<file path="src/design/tmwf_pkg.sv">
// shared constants and types of the trimmed mean window filter
// no dependencies
`default_nettype none

package tmwf_pkg;

  // beat layouts
  localparam int RAW_W       = 10;
  localparam int IN_TDATA_W  = 16;
  localparam int IN_TUSER_W  = 2;
  localparam int TEMP_W      = 12;
  localparam int OUT_TDATA_W = 16;

  // tuser bit positions
  localparam int TUSER_SEED  = 0;
  localparam int TUSER_VALID = 1;

  // configuration port
  localparam int APB_DW          = 32;
  localparam int APB_AW          = 3;
  localparam int OFS_W           = 10;
  localparam int REG_TEMP_OFFSET = 0;

  // temperature arithmetic
  localparam int KCELSIUS = 273;
  localparam int TEMP_MIN = -2048;
  localparam int TEMP_MAX = 2047;

  typedef enum logic [5:0] {
    ST_IDLE = 6'b000001,
    ST_RDI  = 6'b000010,
    ST_CAPI = 6'b000100,
    ST_SCAN = 6'b001000,
    ST_DIV  = 6'b010000,
    ST_FIN  = 6'b100000
  } state_e;

endpackage

`default_nettype wire

</file>
<file path="src/design/tmwf_ram.sv">
// generic single-port-write, single-port-read ram with registered read
// no dependencies
`default_nettype none

module tmwf_ram #(
  parameter int WIDTH = 10,
  parameter int DEPTH = 32,
  localparam int AW = (DEPTH > 1) ? $clog2(DEPTH) : 1
) (
  input  wire logic             clk_i,
  input  wire logic             we_i,
  input  wire logic [AW-1:0]    waddr_i,
  input  wire logic [WIDTH-1:0] wdata_i,
  input  wire logic [AW-1:0]    raddr_i,
  output logic      [WIDTH-1:0] rdata_o
);

  logic [WIDTH-1:0] mem_q [DEPTH];
  logic [WIDTH-1:0] rdata_q;

  // write port and registered read port
  always_ff @(posedge clk_i) begin
    if (we_i) begin
      mem_q[waddr_i] <= wdata_i;
    end
    rdata_q <= mem_q[raddr_i];
  end

  assign rdata_o = rdata_q;

endmodule

`default_nettype wire

</file>
<file path="src/design/trimmed_mean_window_filter_top.sv">
// top level of the trimmed mean window filter
// uses tmwf_pkg and tmwf_ram
//
// Usage:
//   s_axis carries one ADC sample per beat: tdata holds raw_sample, tuser holds
//   seed_all and sample_valid. Each accepted beat yields exactly one m_axis beat
//   carrying the temperature: trimmed window mean + temp_offset - 273.
//   A seed beat sets every window entry to its sample; otherwise a valid,
//   nonzero sample overwrites the oldest entry of the ring.
// Operation:
//   one item at a time: the input closes on the accepting edge and opens
//   again once the result is loaded into the output register. Most of the
//   work is the rank scan: each entry is compared with every entry through
//   the single read port of the window ram, one comparison a cycle, then
//   one reciprocal multiply divides by the kept count.
// Reset:
//   window reads as all zeros, ring position zero, temp_offset zero. No
//   clearing pass; per-entry valid bits cover the reset and seed values.
// Stall:
//   the result sits in an output register; the next sample is accepted while
//   it waits. A finished second result holds until the first is taken.
// Configuration:
//   APB, temp_offset at byte address 0, write only while idle.
`default_nettype none

module trimmed_mean_window_filter_top #(
  parameter int WINDOW      = 32,
  parameter int TRIM        = 6,
  parameter int SAMPLE_BITS = 10
) (
  input  wire logic                                clk_i,
  input  wire logic                                rst_ni,
  // input stream
  input  wire logic                                s_axis_tvalid,
  output logic                                     s_axis_tready,
  // raw_sample[9:0], zeros above
  input  wire logic [tmwf_pkg::IN_TDATA_W-1:0]     s_axis_tdata,
  // seed_all[0], sample_valid[1]
  input  wire logic [tmwf_pkg::IN_TUSER_W-1:0]     s_axis_tuser,
  // output stream
  output logic                                     m_axis_tvalid,
  input  wire logic                                m_axis_tready,
  // temperature[11:0], zeros above
  output logic      [tmwf_pkg::OUT_TDATA_W-1:0]    m_axis_tdata,
  // configuration port
  input  wire logic                                psel,
  input  wire logic                                penable,
  input  wire logic                                pwrite,
  input  wire logic [tmwf_pkg::APB_AW-1:0]         paddr,
  input  wire logic [tmwf_pkg::APB_DW-1:0]         pwdata,
  output logic      [tmwf_pkg::APB_DW-1:0]         prdata,
  output logic                                     pready
);

  localparam int IW       = (WINDOW > 1) ? $clog2(WINDOW) : 1;
  localparam int TRIM_EFF = (2 * TRIM >= WINDOW) ? (WINDOW - 1) / 2 : TRIM;
  localparam int KEEP     = WINDOW - 2 * TRIM_EFF;
  localparam int SUMW     = SAMPLE_BITS + IW;
  localparam int DSH      = SUMW + $clog2(KEEP);
  localparam int RECIP    = ((1 << DSH) + KEEP - 1) / KEEP;
  localparam int MW       = $clog2(RECIP + 1);
  localparam int PW       = SUMW + MW;
  localparam int TW       = SAMPLE_BITS + 4;
  localparam int SB       = SAMPLE_BITS;

  tmwf_pkg::state_e state_q, state_d;

  logic [IW-1:0]     i_q, i_d;
  logic [IW-1:0]     jd_q, jd_d;
  logic [IW-1:0]     rank_q, rank_d;
  logic [SB-1:0]     vi_q, vi_d;
  logic [SUMW-1:0]   sum_q, sum_d;
  logic [IW-1:0]     wr_idx_q;
  logic [WINDOW-1:0] valid_q;
  logic [SB-1:0]     dflt_q;
  logic              vld_rd_q;
  logic signed [tmwf_pkg::OFS_W-1:0] ofs_q;
  logic              out_valid_q;
  logic [tmwf_pkg::TEMP_W-1:0] out_data_q;

  // input beat decode
  logic [tmwf_pkg::IN_TDATA_W-1:0] raw_ext;
  logic [SB-1:0] sample;
  logic          seed;
  logic          svalid;
  logic          in_fire;
  logic          store;

  assign raw_ext = {{(tmwf_pkg::IN_TDATA_W - tmwf_pkg::RAW_W){1'b0}},
                    s_axis_tdata[tmwf_pkg::RAW_W-1:0]};
  assign sample  = raw_ext[SB-1:0];
  assign seed    = s_axis_tuser[tmwf_pkg::TUSER_SEED];
  assign svalid  = s_axis_tuser[tmwf_pkg::TUSER_VALID];
  assign s_axis_tready = (state_q == tmwf_pkg::ST_IDLE);
  assign in_fire = s_axis_tvalid && s_axis_tready;
  assign store   = in_fire && !seed && svalid && (sample != '0);

  // window ram
  logic [IW-1:0] raddr;
  logic [SB-1:0] ram_rdata;
  logic [SB-1:0] rd_val;

  tmwf_ram #(
    .WIDTH (SB),
    .DEPTH (WINDOW)
  ) u_window (
    .clk_i   (clk_i),
    .we_i    (store),
    .waddr_i (wr_idx_q),
    .wdata_i (sample),
    .raddr_i (raddr),
    .rdata_o (ram_rdata)
  );

  // an entry not written since reset or the last seed reads as the default
  assign rd_val = vld_rd_q ? ram_rdata : dflt_q;

  // read address per state
  always_comb begin
    unique case (state_q)
      tmwf_pkg::ST_RDI:  raddr = i_q;
      tmwf_pkg::ST_SCAN: raddr = (jd_q == IW'(WINDOW - 1)) ? '0 : jd_q + 1'b1;
      default:           raddr = '0;
    endcase
  end

  // rank of entry i: entries smaller, or equal and earlier
  logic          lt;
  logic [IW-1:0] rank_nx;
  logic          keep;

  assign lt      = (rd_val < vi_q) || ((rd_val == vi_q) && (jd_q < i_q));
  assign rank_nx = rank_q + IW'(lt);
  assign keep    = (rank_nx >= IW'(TRIM_EFF)) &&
                   ({1'b0, rank_nx} < (IW + 1)'(WINDOW - TRIM_EFF));

  // divide by the kept count through a reciprocal multiply
  logic [PW-1:0] prod;

  assign prod = PW'(sum_q) * PW'(RECIP);

  // temperature from the quotient, saturated to the output range
  logic signed [TW-1:0] t_full;
  logic [tmwf_pkg::TEMP_W-1:0] temp;

  assign t_full = $signed({4'b0000, sum_q[SB-1:0]}) + TW'(ofs_q)
                  - TW'(tmwf_pkg::KCELSIUS);

  always_comb begin
    if (t_full < TW'(tmwf_pkg::TEMP_MIN)) begin
      temp = tmwf_pkg::TEMP_W'(tmwf_pkg::TEMP_MIN);
    end else if (t_full > TW'(tmwf_pkg::TEMP_MAX)) begin
      temp = tmwf_pkg::TEMP_W'(tmwf_pkg::TEMP_MAX);
    end else begin
      temp = t_full[tmwf_pkg::TEMP_W-1:0];
    end
  end

  logic out_load;
  assign out_load = (state_q == tmwf_pkg::ST_FIN) && (!out_valid_q || m_axis_tready);

  // sequencer
  always_comb begin
    state_d = state_q;
    i_d     = i_q;
    jd_d    = jd_q;
    rank_d  = rank_q;
    vi_d    = vi_q;
    sum_d   = sum_q;
    unique case (state_q)
      tmwf_pkg::ST_IDLE: begin
        if (in_fire) begin
          i_d     = '0;
          sum_d   = '0;
          state_d = tmwf_pkg::ST_RDI;
        end
      end
      tmwf_pkg::ST_RDI: begin
        state_d = tmwf_pkg::ST_CAPI;
      end
      tmwf_pkg::ST_CAPI: begin
        vi_d    = rd_val;
        jd_d    = '0;
        rank_d  = '0;
        state_d = tmwf_pkg::ST_SCAN;
      end
      tmwf_pkg::ST_SCAN: begin
        rank_d = rank_nx;
        jd_d   = jd_q + 1'b1;
        if (jd_q == IW'(WINDOW - 1)) begin
          if (keep) begin
            sum_d = sum_q + SUMW'(vi_q);
          end
          if (i_q == IW'(WINDOW - 1)) begin
            state_d = tmwf_pkg::ST_DIV;
          end else begin
            i_d     = i_q + 1'b1;
            state_d = tmwf_pkg::ST_RDI;
          end
        end
      end
      tmwf_pkg::ST_DIV: begin
        sum_d   = SUMW'(prod >> DSH);
        state_d = tmwf_pkg::ST_FIN;
      end
      tmwf_pkg::ST_FIN: begin
        if (out_load) begin
          state_d = tmwf_pkg::ST_IDLE;
        end
      end
      default: begin
        state_d = tmwf_pkg::ST_IDLE;
      end
    endcase
  end

  // control state
  always_ff @(posedge clk_i or negedge rst_ni) begin
    if (!rst_ni) begin
      state_q <= tmwf_pkg::ST_IDLE;
      i_q     <= '0;
      jd_q    <= '0;
      rank_q  <= '0;
    end else begin
      state_q <= state_d;
      i_q     <= i_d;
      jd_q    <= jd_d;
      rank_q  <= rank_d;
    end
  end

  // datapath registers
  always_ff @(posedge clk_i) begin
    vi_q     <= vi_d;
    sum_q    <= sum_d;
    vld_rd_q <= valid_q[raddr];
  end

  // ring position, valid bits and default value
  always_ff @(posedge clk_i or negedge rst_ni) begin
    if (!rst_ni) begin
      wr_idx_q <= '0;
      valid_q  <= '0;
      dflt_q   <= '0;
    end else if (in_fire && seed) begin
      valid_q <= '0;
      dflt_q  <= sample;
    end else if (store) begin
      valid_q[wr_idx_q] <= 1'b1;
      wr_idx_q <= (wr_idx_q == IW'(WINDOW - 1)) ? '0 : wr_idx_q + 1'b1;
    end
  end

  // output register
  always_ff @(posedge clk_i or negedge rst_ni) begin
    if (!rst_ni) begin
      out_valid_q <= 1'b0;
    end else if (out_load) begin
      out_valid_q <= 1'b1;
    end else if (m_axis_tready) begin
      out_valid_q <= 1'b0;
    end
  end

  always_ff @(posedge clk_i) begin
    if (out_load) begin
      out_data_q <= temp;
    end
  end

  assign m_axis_tvalid = out_valid_q;
  assign m_axis_tdata  = {{(tmwf_pkg::OUT_TDATA_W - tmwf_pkg::TEMP_W){1'b0}}, out_data_q};

  // configuration register
  logic cfg_sel;
  assign cfg_sel = (paddr[tmwf_pkg::APB_AW-1:2] == 1'(tmwf_pkg::REG_TEMP_OFFSET));

  always_ff @(posedge clk_i or negedge rst_ni) begin
    if (!rst_ni) begin
      ofs_q <= '0;
    end else if (psel && penable && pwrite && pready && cfg_sel) begin
      ofs_q <= pwdata[tmwf_pkg::OFS_W-1:0];
    end
  end

  assign pready = 1'b1;
  assign prdata = cfg_sel ?
                  {{(tmwf_pkg::APB_DW - tmwf_pkg::OFS_W){ofs_q[tmwf_pkg::OFS_W-1]}}, ofs_q} :
                  '0;

endmodule

`default_nettype wire

</file>
<file path="config.mk">
export PLATFORM = sky130hd
export DESIGN_NAME = trimmed_mean_window_filter_top
export DESIGN_NICKNAME = d
export VERILOG_FILES = /design/src/design/tmwf_pkg.sv /design/src/design/tmwf_ram.sv /design/src/design/trimmed_mean_window_filter_top.sv
export SDC_FILE = /design/constraint.sdc
export NUM_CORES = 1
export LEC_CHECK = 0
export BUFFER_PORTS_ARGS = -buffer_cell sky130_fd_sc_hd__buf_2
export CAP_MARGIN = 20
export CORE_MARGIN = 3
export CORE_UTILIZATION = 67
export CTS_CLUSTER_DIAMETER = 40
export DETAILED_ROUTE_END_ITERATION = 7
export PLACE_DENSITY = 0.92
export SYNTH_ARGS = -nofsm -noshare
export SYNTH_HDL_FRONTEND = slang
export SYNTH_HIERARCHICAL = 1
export SYNTH_SLANG_ARGS = --single-unit
</file>
<file path="constraint.sdc">
create_clock -name clk_i -period 10.3 [get_ports clk_i]
set_input_delay 0.515 -clock clk_i [delete_from_list [all_inputs] [get_ports clk_i]]
set_output_delay 0.515 -clock clk_i [all_outputs]
set_load 0.05 [all_outputs]
</file>
==> flow_metrics.env <==
export IMPL_outcome="completed"
export IMPL_post_cts_resized=0
export IMPL_maxCapViolations=0
export IMPL_yosys_register_bits=447
export IMPL_io_pins=111
export IMPL_dr_total_vias=15200
export IMPL_cts_setup_buffers=0
export IMPL_fp_row_count=67
export IMPL_die_x_um=193
export IMPL_grt_pass1_vias=15700
export IMPL_r2r_start="sum_q[9]"
export IMPL_clockBufferDepth=3
export IMPL_drc_errors=0
export IMPL_synth_async_reset_ratio=0.177
export IMPL_fillCellCount=1796
export IMPL_dp_hpwl_um=33100
export IMPL_syn_inst=1756
export IMPL_final_common_cell="edfxtp_1"
export IMPL_grt_antenna_before_repair=1
export IMPL_hp_class="input pin to async pin"
export IMPL_ant_nets=0
export IMPL_fp_coreArea_um2=34000
export IMPL_path_clk_slew_ns=0.06
export IMPL_hold_buffers=0
export IMPL_slew_headroom=0.236
export IMPL_rsz0062_at_grt="false"
export IMPL_grt_max_degree=80
export IMPL_clock_fmax_mhz=157
export IMPL_ff2ff_path_depth=21
export IMPL_die_area_um2=37200
export IMPL_end_kind="flop"
export IMPL_final_hold_viol_count=0
export IMPL_worstPathArrival_ns=6.64
export IMPL_worstPathMaxFanout=7
export IMPL_via_per_inst=6.62
export IMPL_final_cell_mix="357 x edfxtp_1, 173 x mux2i_1, 167 x ha_1"
export IMPL_fin_util=0.751
export IMPL_nets=2091
export IMPL_top_layer="met5"
export IMPL_startpoint_type="flop"
export IMPL_r2r_end="sum_q[10]"
export IMPL_cts_buffers=50
export IMPL_diodes=0
export IMPL_synthesis_area_um2=23400
export IMPL_gp_congestion=0.880
export IMPL_post_route_period_util=0.619
export IMPL_finClkSkew_ns=0.0514
export IMPL_holdWs_ns=0.0847
export IMPL_area_growth_pct=9.11
export IMPL_wl_met1_um=19900
export IMPL_drt_iter0_drc=1606
export IMPL_grtUsageTotal=0.302
export IMPL_min_period_ns=6.37
export IMPL_wl_per_cell_um=24.2
export IMPL_cts_tree="yes"
export IMPL_met3_length_um=5150
export IMPL_multi_input_area_um2=9220
export IMPL_yosysWarnings=6
export IMPL_first_pass_iters=6
export IMPL_r2r_slack_ns=3.93
export IMPL_setup_violations=0
export IMPL_yosysSeqAreaShare=0.553
export IMPL_h_tree_depth=2
export IMPL_ff_latch_area_um2=12900
export IMPL_die_h_um=193
export IMPL_final_max_slew_viol_count=0
export IMPL_criticalPathCategory="flop to flop"
export IMPL_grt_pass1_wl_um=85600
export IMPL_grt_overflow=0
export IMPL_insertion_delay_ns=0.61
export IMPL_synth_area_per_cell_um2=13.3
export IMPL_tns_ns=0
export IMPL_synth_edf_count=357
export IMPL_worst_pin_slew_ns=1.15
export IMPL_cts_sinks=447
export IMPL_wirelength_um=55500
export IMPL_cp_required_ns=10.57
export IMPL_initial_core_util=0.688
export IMPL_io_buffers=75
export IMPL_drive_gt1_frac=0.123
export IMPL_ys_types=70
export IMPL_ys_flop_type="edfxtp_1"
export IMPL_cts_root_buf="clkbuf_16"
export IMPL_met2_length_um=27800
==> layer usage <==
metal | global-route usage | vias up
met5 | 0 | -
li1 | - | 6499
met4 | 0.143 | 2
met2 | 0.518 | 997
met1 | 0.370 | 7431
met3 | 0.0587 | 245
==> final cells by class <==
| cell class | instances | share of cell area |
|---|---|---|
| flip-flops and latches | 447 | 0.507 |
| well taps | 448 | 0.0220 |
| clock buffers | 55 | 0.0506 |
| multi-input cells | 1067 | 0.361 |
| repair buffers | 87 | 0.0183 |
| clock inverters | 37 | 0.0184 |
| inverters | 152 | 0.0227 |
==> flip-flops by register name (all words and copies together), names as in the netlist <==
register / cells
i_q: 5
out_data_q: 12
dflt_q: 10
ofs_q: 10
valid_q: 32
u_window/rdata_o: 10
state_q: 6
vi_q: 10
u_window/mem_q: 320
rank_q: 5
wr_idx_q: 5
m_axis_tvalid: 1
jd_q: 5
sum_q: 15
vld_rd_q: 1
==> synthesized netlist by cell type, types with 39 or more instances <==
cell type | number | area, um2
a22oi_1 | 42 | 315
edfxtp_1 | 357 | 10700
o21ai_0 | 39 | 195
nand2_1 | 51 | 191
nand3_1 | 41 | 205
fa_1 | 59 | 1180
dfrtp_1 | 78 | 1950
mux2i_1 | 173 | 1730
ha_1 | 167 | 2090
inv_1 | 152 | 571
a21oi_1 | 95 | 475
nor2_1 | 115 | 432
==> worst max-delay path, cell delays in order, from the launching register on <==
cell	delay, ns
edfxtp_1	0.57
ha_1	0.40
inv_1	0.06
fa_1	0.53
fa_1	0.54
inv_1	0.04
ha_1	0.31
a21o_1	0.21
fa_1	0.50
inv_1	0.05
fa_1	0.53
inv_1	0.04
ha_1	0.31
a21o_1	0.17
a21oi_1	0.13
o21ai_0	0.13
a31o_2	0.31
o21ai_0	0.50
o211ai_1	0.26
a31oi_1	0.24
xnor2_1	0.14
o22ai_1	0.10
==> how the worst max path moves through the flow <==
stage                           end  cells past startpoint  startpoint
after floorplan            sum_q[6]                     21    sum_q[9]
after global placement     sum_q[6]                     21    sum_q[9]
after detailed placement   sum_q[6]                     21    sum_q[9]
after CTS                  sum_q[6]                     21    sum_q[9]
after global routing       sum_q[6]                     21    sum_q[9]
final                     sum_q[10]                     21    sum_q[9]
==> per-stage QoR <==
step           area, um2  cells  setup WS [ns]
2_1_floorplan      23400   1759           4.72
3_3_place_gp       23700   2199           4.09
3_5_place_dp       23700   2199           3.97
4_1_cts            25500   2291           3.93
5_1_grt            25500   2293           3.52
6_report           25500   2293           3.93
==> kinds of logic after synthesis <==
family | Yosys count | synth area share
buffers and inverters | 245 | 0.0538
AO/OA/AOI/OAI | 271 | 0.0745
other | 2 | 0.000321
adder cells (fa/ha/maj) | 226 | 0.140
XOR/XNOR | 40 | 0.0150
multiplexers | 210 | 0.0956
AND/OR/NAND/NOR | 315 | 0.0681
flip-flops | 447 | 0.553
Power is left out: the tool's default activity adds up to more than one toggle a clock period on the data nets, which glitch-free logic cannot reach.
